**src/rtl/core/satq_pkg.sv**
```systemverilog
// satq_pkg: shared types and constants of the sorted alarm timer queue
// word layouts of both channels, controller/datapath command and status structs
// no dependencies
package satq_pkg;

  localparam int unsigned QueueDepthDef = 16;
  localparam int unsigned TagBitsDef    = 8;
  localparam int unsigned MaxResults    = 16;
  localparam int unsigned TimeW         = 32;
  localparam int unsigned TagFieldW     = 8;

  typedef enum logic {
    KindAdd  = 1'b0,
    KindTick = 1'b1
  } kind_e;

  typedef enum logic {
    ResAdd  = 1'b0,
    ResFire = 1'b1
  } res_kind_e;

  typedef enum logic {
    AddOk   = 1'b0,
    AddFull = 1'b1
  } add_status_e;

  typedef struct packed {
    kind_e                kind;
    logic [TimeW-1:0]     delay_seconds;
    logic [TagFieldW-1:0] tag;
  } in_word_t;

  typedef struct packed {
    res_kind_e            result_kind;
    add_status_e          add_status;
    logic [TagFieldW-1:0] fired_tag;
    logic [TimeW-1:0]     fired_deadline;
    logic                 last_result;
  } out_word_t;

  // controller to datapath
  typedef struct packed {
    logic add_start;   // capture add word, compute deadline
    logic tick_start;  // advance time, clear fire bookkeeping
    logic rd_en;       // read queue memory
    logic rd_fire;     // read at head
    logic rd_off2;     // read two below insert position, else one below
    logic wr_shift;    // move read entry up into insert position
    logic wr_new;      // write new entry at insert position
    logic pop;         // take head entry as pending alarm
    logic emit_add;    // load add result into output register
    logic emit_pend;   // load pending alarm into output register
    logic emit_last;   // last flag for pending alarm
  } dp_cmd_t;

  // datapath to controller
  typedef struct packed {
    logic full;
    logic count_zero;
    logic pos_zero;
    logic pos_one;
    logic later;       // read entry deadline after new deadline
    logic due;         // read entry deadline at or before time now
    logic out_free;
    logic k_max;
    logic pend;
  } dp_status_t;

  typedef enum logic [6:0] {
    StIdle  = 7'b000_0001,
    StAddRd = 7'b000_0010,
    StAddCm = 7'b000_0100,
    StAddRs = 7'b000_1000,
    StFirRd = 7'b001_0000,
    StFirCk = 7'b010_0000,
    StFirLs = 7'b100_0000
  } state_e;

endpackage

```
**src/rtl/core/sorted_alarm_timer_queue.sv**
```systemverilog
// sorted_alarm_timer_queue: top level of the deadline sorted alarm queue
// instantiates satq_ctrl and satq_datapath; uses satq_pkg
//
// usage
//   input channel: one word per add or tick, taken when in_valid_i is high and
//   in_stall_o is low; in_stall_o stays high while a word is being worked on
//   output channel: result words, taken when out_valid_o is high and
//   out_stall_i is low; an add gives one word, a tick one per due alarm up to
//   MaxResults (earliest first, ties in arrival order, last flagged) or none
// sequencing
//   add: into an empty queue the new entry is written directly; else queued
//   entries with a later deadline shift up one place, one entry a cycle through
//   the single read and single write port of the queue memory, and the new
//   entry takes the freed place
//   tick: due alarms leave from the head until an entry not yet due ends the
//   walk; each head read is compared in the cycle after it, on the registered
//   memory data; a full queue answers an add with AddFull and drops it
// reset
//   time, queue fill and output valid clear at once; no clearing pass
// stall
//   a stalled result word holds; the block waits with the next result
//   until the output register frees, then carries on
module sorted_alarm_timer_queue #(
  parameter int unsigned QUEUE_DEPTH = satq_pkg::QueueDepthDef,
  parameter int unsigned TAG_BITS    = satq_pkg::TagBitsDef
) (
  input  logic                 clk_i,
  input  logic                 rst_ni,
  input  logic                 in_valid_i,
  output logic                 in_stall_o,
  input  satq_pkg::in_word_t   in_word_i,
  output logic                 out_valid_o,
  input  logic                 out_stall_i,
  output satq_pkg::out_word_t  out_word_o
);
  import satq_pkg::*;

  dp_cmd_t    cmd;
  dp_status_t status;

  // sequencer: add walk, fire loop, result hand-off
  satq_ctrl u_ctrl (
    .clk_i      (clk_i),
    .rst_ni     (rst_ni),
    .in_valid_i (in_valid_i),
    .in_kind_i  (in_word_i.kind),
    .in_stall_o (in_stall_o),
    .status_i   (status),
    .cmd_o      (cmd)
  );

  // queue memory, time counter and output register
  satq_datapath #(
    .QUEUE_DEPTH (QUEUE_DEPTH),
    .TAG_BITS    (TAG_BITS)
  ) u_datapath (
    .clk_i       (clk_i),
    .rst_ni      (rst_ni),
    .in_word_i   (in_word_i),
    .cmd_i       (cmd),
    .status_o    (status),
    .out_valid_o (out_valid_o),
    .out_stall_i (out_stall_i),
    .out_word_o  (out_word_o)
  );

  // never insert into a full queue
  assert property (@(posedge clk_i) disable iff (!rst_ni)
    cmd.wr_new |-> !status.full)
    else $error("insert into full queue");

  // never pop from an empty queue
  assert property (@(posedge clk_i) disable iff (!rst_ni)
    cmd.pop |-> !status.count_zero)
    else $error("pop from empty queue");

  // never overwrite a result word that is still waiting
  assert property (@(posedge clk_i) disable iff (!rst_ni)
    (cmd.emit_add || cmd.emit_pend) |-> status.out_free)
    else $error("result word overwritten");

  // the block is busy in the cycle after it accepts a word
  assert property (@(posedge clk_i) disable iff (!rst_ni)
    (in_valid_i && !in_stall_o) |=> in_stall_o)
    else $error("block not busy after accepted word");

endmodule

```
**src/rtl/core/satq_ctrl.sv**
```systemverilog
// satq_ctrl: sequencing state machine of the sorted alarm timer queue
// issues datapath commands from datapath status; uses satq_pkg
module satq_ctrl (
  input  logic                  clk_i,
  input  logic                  rst_ni,
  input  logic                  in_valid_i,
  input  satq_pkg::kind_e       in_kind_i,
  output logic                  in_stall_o,
  input  satq_pkg::dp_status_t  status_i,
  output satq_pkg::dp_cmd_t     cmd_o
);
  import satq_pkg::*;

  state_e state_q, state_d;

  always_comb begin
    state_d = state_q;
    cmd_o   = '0;
    unique case (state_q)
      StIdle: begin
        if (in_valid_i) begin
          if (in_kind_i == KindAdd) begin
            cmd_o.add_start = 1'b1;
            state_d = status_i.full ? StAddRs : StAddRd;
          end else begin
            cmd_o.tick_start = 1'b1;
            state_d = StFirRd;
          end
        end
      end
      StAddRd: begin
        if (status_i.pos_zero) begin
          cmd_o.wr_new = 1'b1;
          state_d = StAddRs;
        end else begin
          cmd_o.rd_en = 1'b1;
          state_d = StAddCm;
        end
      end
      StAddCm: begin
        if (status_i.later) begin
          cmd_o.wr_shift = 1'b1;
          if (status_i.pos_one) begin
            state_d = StAddRd;
          end else begin
            cmd_o.rd_en   = 1'b1;
            cmd_o.rd_off2 = 1'b1;
          end
        end else begin
          cmd_o.wr_new = 1'b1;
          state_d = StAddRs;
        end
      end
      StAddRs: begin
        if (status_i.out_free) begin
          cmd_o.emit_add = 1'b1;
          state_d = StIdle;
        end
      end
      StFirRd: begin
        if (status_i.count_zero || status_i.k_max) begin
          state_d = StFirLs;
        end else begin
          cmd_o.rd_en   = 1'b1;
          cmd_o.rd_fire = 1'b1;
          state_d = StFirCk;
        end
      end
      StFirCk: begin
        if (!status_i.due) begin
          state_d = StFirLs;
        end else if (!status_i.pend || status_i.out_free) begin
          cmd_o.emit_pend = status_i.pend;
          cmd_o.pop       = 1'b1;
          state_d = StFirRd;
        end
      end
      StFirLs: begin
        if (!status_i.pend) begin
          state_d = StIdle;
        end else if (status_i.out_free) begin
          cmd_o.emit_pend = 1'b1;
          cmd_o.emit_last = 1'b1;
          state_d = StIdle;
        end
      end
      default: begin
        state_d = StIdle;
      end
    endcase
  end

  assign in_stall_o = (state_q != StIdle);

  always_ff @(posedge clk_i or negedge rst_ni) begin
    if (!rst_ni) begin
      state_q <= StIdle;
    end else begin
      state_q <= state_d;
    end
  end

endmodule

```
**src/rtl/core/satq_datapath.sv**
```systemverilog
// satq_datapath: circular queue memory, time counter, insert walk and output register
// driven by satq_ctrl commands; uses satq_pkg
module satq_datapath #(
  parameter int unsigned QUEUE_DEPTH = satq_pkg::QueueDepthDef,
  parameter int unsigned TAG_BITS    = satq_pkg::TagBitsDef
) (
  input  logic                  clk_i,
  input  logic                  rst_ni,
  input  satq_pkg::in_word_t    in_word_i,
  input  satq_pkg::dp_cmd_t     cmd_i,
  output satq_pkg::dp_status_t  status_o,
  output logic                  out_valid_o,
  input  logic                  out_stall_i,
  output satq_pkg::out_word_t   out_word_o
);
  import satq_pkg::*;

  localparam int unsigned AW = $clog2(QUEUE_DEPTH);
  localparam int unsigned CW = $clog2(QUEUE_DEPTH + 1);
  localparam int unsigned SB = (TAG_BITS < TagFieldW) ? TAG_BITS : TagFieldW;
  localparam int unsigned DW = TimeW + SB;
  localparam int unsigned KW = $clog2(MaxResults + 1);

  function automatic logic [AW-1:0] wrap_add(logic [AW-1:0] base, logic [AW-1:0] off);
    logic [AW:0] s;
    s = {1'b0, base} + {1'b0, off};
    if (s >= (AW+1)'(QUEUE_DEPTH)) s = s - (AW+1)'(QUEUE_DEPTH);
    return s[AW-1:0];
  endfunction

  logic [DW-1:0]    mem [QUEUE_DEPTH];
  logic [DW-1:0]    rd_q;
  logic [AW-1:0]    head_q, head_d;
  logic [CW-1:0]    count_q, count_d;
  logic [CW-1:0]    pos_q, pos_d;
  logic [KW-1:0]    k_q, k_d;
  logic [TimeW-1:0] time_q, time_d;
  logic             drop_q, drop_d;
  logic             pend_q, pend_d;
  logic [TimeW-1:0] new_dl_q;
  logic [SB-1:0]    new_tag_q;
  logic [TimeW-1:0] pend_dl_q;
  logic [SB-1:0]    pend_tag_q;
  logic             out_valid_q, out_valid_d;
  out_word_t        out_q;

  logic [TimeW:0]   dl_sum;
  logic [CW-1:0]    rd_off;
  logic [AW-1:0]    rd_addr, wr_addr;
  logic [DW-1:0]    wr_data;
  logic [TimeW-1:0] rd_dl;
  logic             out_free;

  assign rd_dl   = rd_q[DW-1 -: TimeW];
  assign dl_sum  = {1'b0, time_q} + {1'b0, in_word_i.delay_seconds};
  assign rd_off  = cmd_i.rd_fire ? '0 : (pos_q - (cmd_i.rd_off2 ? CW'(2) : CW'(1)));
  assign rd_addr = wrap_add(head_q, rd_off[AW-1:0]);
  assign wr_addr = wrap_add(head_q, pos_q[AW-1:0]);
  assign wr_data = cmd_i.wr_new ? {new_dl_q, new_tag_q} : rd_q;
  assign out_free = !out_valid_q || !out_stall_i;

  // queue memory: one read, one write port, registered read
  always_ff @(posedge clk_i) begin
    if (cmd_i.rd_en) rd_q <= mem[rd_addr];
    if (cmd_i.wr_shift || cmd_i.wr_new) mem[wr_addr] <= wr_data;
  end

  always_ff @(posedge clk_i) begin
    if (cmd_i.add_start) begin
      new_dl_q  <= dl_sum[TimeW] ? '1 : dl_sum[TimeW-1:0];
      new_tag_q <= in_word_i.tag[SB-1:0];
    end
    if (cmd_i.pop) begin
      pend_dl_q  <= rd_dl;
      pend_tag_q <= rd_q[SB-1:0];
    end
    if (cmd_i.emit_add) begin
      out_q.result_kind    <= ResAdd;
      out_q.add_status     <= drop_q ? AddFull : AddOk;
      out_q.fired_tag      <= TagFieldW'(new_tag_q);
      out_q.fired_deadline <= new_dl_q;
      out_q.last_result    <= 1'b1;
    end else if (cmd_i.emit_pend) begin
      out_q.result_kind    <= ResFire;
      out_q.add_status     <= AddOk;
      out_q.fired_tag      <= TagFieldW'(pend_tag_q);
      out_q.fired_deadline <= pend_dl_q;
      out_q.last_result    <= cmd_i.emit_last;
    end
  end

  always_comb begin
    head_d  = head_q;
    count_d = count_q;
    pos_d   = pos_q;
    k_d     = k_q;
    time_d  = time_q;
    drop_d  = drop_q;
    pend_d  = pend_q;
    if (cmd_i.add_start) begin
      pos_d  = count_q;
      drop_d = status_o.full;
    end
    if (cmd_i.tick_start) begin
      time_d = (time_q == '1) ? time_q : time_q + TimeW'(1);
      k_d    = '0;
      pend_d = 1'b0;
    end
    if (cmd_i.wr_shift) pos_d = pos_q - CW'(1);
    if (cmd_i.wr_new) count_d = count_q + CW'(1);
    if (cmd_i.pop) begin
      head_d  = wrap_add(head_q, AW'(1));
      count_d = count_q - CW'(1);
      k_d     = k_q + KW'(1);
      pend_d  = 1'b1;
    end
    out_valid_d = cmd_i.emit_add || cmd_i.emit_pend || (out_valid_q && out_stall_i);
  end

  always_ff @(posedge clk_i or negedge rst_ni) begin
    if (!rst_ni) begin
      head_q      <= '0;
      count_q     <= '0;
      pos_q       <= '0;
      k_q         <= '0;
      time_q      <= '0;
      drop_q      <= 1'b0;
      pend_q      <= 1'b0;
      out_valid_q <= 1'b0;
    end else begin
      head_q      <= head_d;
      count_q     <= count_d;
      pos_q       <= pos_d;
      k_q         <= k_d;
      time_q      <= time_d;
      drop_q      <= drop_d;
      pend_q      <= pend_d;
      out_valid_q <= out_valid_d;
    end
  end

  assign status_o.full       = (count_q == CW'(QUEUE_DEPTH));
  assign status_o.count_zero = (count_q == '0);
  assign status_o.pos_zero   = (pos_q == '0);
  assign status_o.pos_one    = (pos_q == CW'(1));
  assign status_o.later      = (rd_dl > new_dl_q);
  assign status_o.due        = (rd_dl <= time_q);
  assign status_o.out_free   = out_free;
  assign status_o.k_max      = (k_q == KW'(MaxResults));
  assign status_o.pend       = pend_q;

  assign out_valid_o = out_valid_q;
  assign out_word_o  = out_q;

endmodule
```
**config.mk**
```make
export PLATFORM = sky130hd
export DESIGN_NAME = sorted_alarm_timer_queue
export DESIGN_NICKNAME = d
export VERILOG_FILES = /design/src/rtl/core/satq_pkg.sv /design/src/rtl/core/sorted_alarm_timer_queue.sv /design/src/rtl/core/satq_ctrl.sv /design/src/rtl/core/satq_datapath.sv
export SDC_FILE = /design/constraint.sdc
export NUM_CORES = 1
export LEC_CHECK = 0
export BUFFER_PORTS_ARGS = -buffer_cell sky130_fd_sc_hd__buf_4
export CAP_MARGIN = 20
export CELL_PAD_IN_SITES_DETAIL_PLACEMENT = 0
export CELL_PAD_IN_SITES_GLOBAL_PLACEMENT = 1
export CORE_UTILIZATION = 45
export CTS_CLUSTER_DIAMETER = 100
export CTS_CLUSTER_SIZE = 8
export DETAILED_ROUTE_END_ITERATION = 8
export GPL_TIMING_DRIVEN = 0
export PLACE_DENSITY = 0.66
export SLEW_MARGIN = 5
export SYNTH_ARGS = -nofsm -noshare
export SYNTH_HDL_FRONTEND = slang
export SYNTH_SLANG_ARGS = --single-unit
```
**constraint.sdc**
```tcl
create_clock -name clk_i -period 11.88 [get_ports clk_i]
set_input_delay 0.594 -clock clk_i [delete_from_list [all_inputs] [get_ports clk_i]]
set_output_delay 0.594 -clock clk_i [all_outputs]
set_load 0.01 [all_outputs]
```
==> key figures <==
Logic synthesis
  • Syn Inst Count: 2,063
  • Cell Area, Synth: 36,600 µm²
  • EDFF count, synth: 801
  • Syn Nets: between 2,000 and 2,500
  • Synthesized flop and latch total: approximately 860
  • Yosys warning total: 0
  • Yosys cell types: 75
  • Sequential area share after synthesis: about 70%
  • Prevailing post-synth register cell: edfxtp_1
  • Syn Area/Cell: 17.8 µm²
  • Asr flop ratio synth: around 7.1%

Critical path
  • Type of origin of the critical path: flip-flop
  • Crit path buf inv count: 4
  • Worst stage delay on the critical path: between 0.8 and 0.9 ns
  • Arr. time, crit path: between 8 and 9 ns
  • Maximum fanout along the worst path: 10
  • Worst endpoint required time: about 12 ns
  • CP delay by family, top: simple AND/OR/NAND/NOR gates
  • Crit path max-delay cell type: nor3_1
  • Critical path class: flip-flop to flip-flop
  • Worst setup EP type: flip-flop
  • Crit-path cells: ha_1 -> nand4_1 -> or4_1 -> nor3_1 -> nor3_1 -> nor3_1 -> nand2_1 -> ha_1 -> inv_1 -> fa_1 -> nor2b_1 -> fa_1 -> clkbuf_1 -> clkbuf_1 -> clkbuf_1 -> mux4_2 -> mux4_2

Drt
  • Via count: around 20,000
  • Remaining antenna violation count: 0
  • Router iterations before antenna repair: 6
  • Post-Route WL: approximately 94 mm
  • Initial drt markers: approximately 1,600
  • Post-route DRC: 0
  • Via-to-Cell Ratio: 5.79
  • DR WL/cell: 27.1 µm

Floorplanning
  • Starting Density: a little under half
  • Core box area: ~80,000 µm²
  • Top-Level Pins: 90
  • Core Rows: around 100
  • Die height: about 290 µm
  • Die area: 82,500 µm²
  • Chip Width: between 200 and 300 µm

Global routing
  • Largest net degree at the start of global routing: a little over 60
  • First-pass GRT wire length: roughly 140 mm
  • GRT Overall Usage: a little under a quarter
  • Vias in the first global route: a little over 20,000
  • GR Overflow Total: 0
  • Initial antenna violation count: 0

Placed design
  • Setup WS pre-CTS: 3.62 ns
  • Placer congestion estimate: 0.857
  • Dpl cell area: roughly 40,000 µm²
  • Hpwl dp: about 65 mm
  • Port Buf Inserts: roughly 90

Final layout
  • Diodes inserted: 0
  • # fillers: 6,265
  • Nets: 2,524
  • Share of layout cells above drive strength 1: about 23%
  • Area of the multi-input gates: between 10,000 and 15,000 µm²
  • Fin area: 43,400 µm²
  • Final Util: roughly 54%
  • FF+latch area: 25,600 µm²
  • P&R area growth vs syn: 18.5%

Timing
  • Clk_skew: approximately 0.03 ns
  • RSZ-0062 raised after global routing: false
  • Max-slew headroom: between 20% and 30%
  • Final setup vio count: 0
  • Final WS setup: approximately 3.5 ns
  • Crit share post-route: a little over two thirds
  • Final hold viol count: 0
  • Post-Route Setup TNS: 0 ns
  • Fin crit period: ~8.3 ns
  • Tightest Pin Transition: ~1.1 ns
  • Slew Viols, Final: 0
  • Highest clock rate: approximately 120 MHz

Flow run
  • MaxCap Viol Count: 0

Clock network
  • H-tree levels: 3
  • CTS Buf Count: 117
  • Clk Latency, worst-skew pair: about 0.67 ns
  • TritonCTS clock tree: yes
  • Clk root buf: clkbuf_16
  • Cts hold-fix bufs: 0
  • Post-CTS setup buffers: 0
  • Resized cells post-CTS: 0
  • Clock sink total: roughly 860
  • Clk buf depth: 3
  • Clock-pin slew on the worst setup and hold paths: 0.05 ns

Power
  • P per Cell Area: ~260 nW/µm²
  • Design Power: about 11,000 µW
  • Peak VDD IR: 0.187 mV
  • Leak pwr: ~0.015 µW

Hold path
  • Hold Path Class: input port to asynchronous set/reset pin

Run status
  • Status: complete, no violations
-- cells in the final DEF (no fill, tap or decap), drive strengths merged, types with 12 or more instances in the layout --
| master | n |
|---|---|
| edfxtp | 801 |
| clkbuf | 227 |
| mux4 | 200 |
| buf | 187 |
| nand2 | 129 |
| ha | 113 |
| inv | 99 |
| o21ai | 73 |
| nor2 | 66 |
| dfrtp | 60 |
| a21oi | 58 |
| xnor2 | 54 |
| a22o | 38 |
| nor3 | 29 |
| a21o | 28 |
| nand3 | 27 |
| nand4 | 21 |
| xor2 | 18 |
| nor4 | 13 |
| mux2 | 12 |
-- cells in the mapped netlist, drive strengths merged (5+ instances only) --
library cell	n	area share (%)
a211oi	9	0.18
nor4	13	0.26
nor3	29	0.43
xor2	18	0.43
nand3b	7	0.15
nand3	27	0.37
o21a	7	0.14
a21o	28	0.57
o211ai	9	0.18
and2	7	0.12
dfrtp	60	4.1
edfxtp	801	66
a22o	38	0.91
mux4	200	12
buf	9	0.16
a21oi	58	0.79
nor2b	9	0.15
nand2	129	1.3
and4	5	0.12
or3	10	0.18
inv	95	0.97
a221oi	5	0.12
nand4	21	0.38
nand2b	10	0.17
and3	6	0.10
nor2	66	0.68
mux2	12	0.37
xnor2	54	1.3
fa	5	0.27
o21ai	73	1.0
clkbuf	65	0.67
a31oi	6	0.10
ha	113	3.9
-- metrics by stage --
stage / hold slack, ns / std cells
floorplan: 0.298 / 2063
global placement: 0.424 / 3212
detailed placement: 0.433 / 3286
CTS: 0.0193 / 3452
global route: 0.0704 / 3468
finish: 0.0123 / 3468
-- where the power goes --
| part | leakage, µW | internal, µW | switching [µW] |
|---|---|---|---|
| registers | 0.00789 | 3760 | 130 |
| clock network | 0.00155 | 1790 | 1200 |
| logic | 0.00558 | 2150 | 2270 |
-- flip-flops by register name, summed over array words and instances, names as in the netlist --
name / cells
u_ctrl.state_q: 7
u_datapath.count_q: 5
u_datapath.drop_q: 1
u_datapath.head_q: 4
u_datapath.k_q: 5
u_datapath.mem: 640
u_datapath.new_dl_q: 32
u_datapath.new_tag_q: 8
u_datapath.out_valid_o: 1
u_datapath.out_word_o: 43
u_datapath.pend_dl_q: 32
u_datapath.pend_q: 1
u_datapath.pend_tag_q: 8
u_datapath.pos_q: 5
u_datapath.rd_q: 40
u_datapath.time_q: 32
-- worst register-to-register path, cell delays in order (launching register included) --
cell and delay (ns):
edfxtp_1 0.52, ha_1 0.37, nand4_1 0.14, or4_1 0.69, nor3_1 0.61, nor3_1 0.20, nor3_1 0.83, nand2_1 0.43
ha_1 0.32, inv_1 0.08, fa_1 0.41, nor2b_1 0.18, fa_1 0.54, clkbuf_1 0.52, clkbuf_1 0.53, clkbuf_1 0.75
mux4_2 0.43, mux4_2 0.52
-- path summary, 6_finish.rpt --
check	startpoint	end	slack [ns]	depth (start not counted)
worst min register to register	u_datapath.out_word_o[42]	u_datapath.out_word_o[42]	0.45	1
worst max-delay path	u_datapath.rd_q[39]	u_datapath.rd_q[38]	3.54	17
worst min-delay path	rst_ni	u_datapath.k_q[0]	0.01	1
max in group asynchronous	rst_ni	u_datapath.time_q[12]	11.29	1
min in group clk_i	in_word_i[7]	u_datapath.new_tag_q[7]	0.10	1
worst max register to register	u_datapath.rd_q[39]	u_datapath.rd_q[38]	3.54	17
-- metal layers --
| layer | global-route usage [%] | up-vias | wire length, µm |
|---|---|---|---|
| met5 | 0 | - | 0 |
| met4 | 7.11 | 0 | 2110 |
| met3 | 3.63 | 134 | 5450 |
| met2 | 39.2 | 655 | 47600 |
| met1 | 30.5 | 10400 | 38700 |
| li1 | - | 8855 | - |
-- cells by family (layout without fill, tap and decap cells) --
group / after synthesis / after routing / synth area share, %
DFF: 864 / 864 / 69.9
and+or+nand+nor: 352 / 352 / 4.71
AOI/OAI and AO/OA: 272 / 272 / 4.93
muxes: 215 / 215 / 12.7
buffers and inverters: 170 / 515 / 1.81
adders and majority gates: 118 / 118 / 4.13
xor gates and xnor gates: 72 / 72 / 1.72
-- cell type report --
type	count	share of cell area, %
buffer	74	0.697
clock buffer	161	7.17
clock inverter	5	0.228
inverter	96	0.833
multi-input combinational	1029	24.1
sequential	864	59.0
tap	1060	3.05
timing repair buffer	179	4.86
Power figures use the tool's default switching activity.
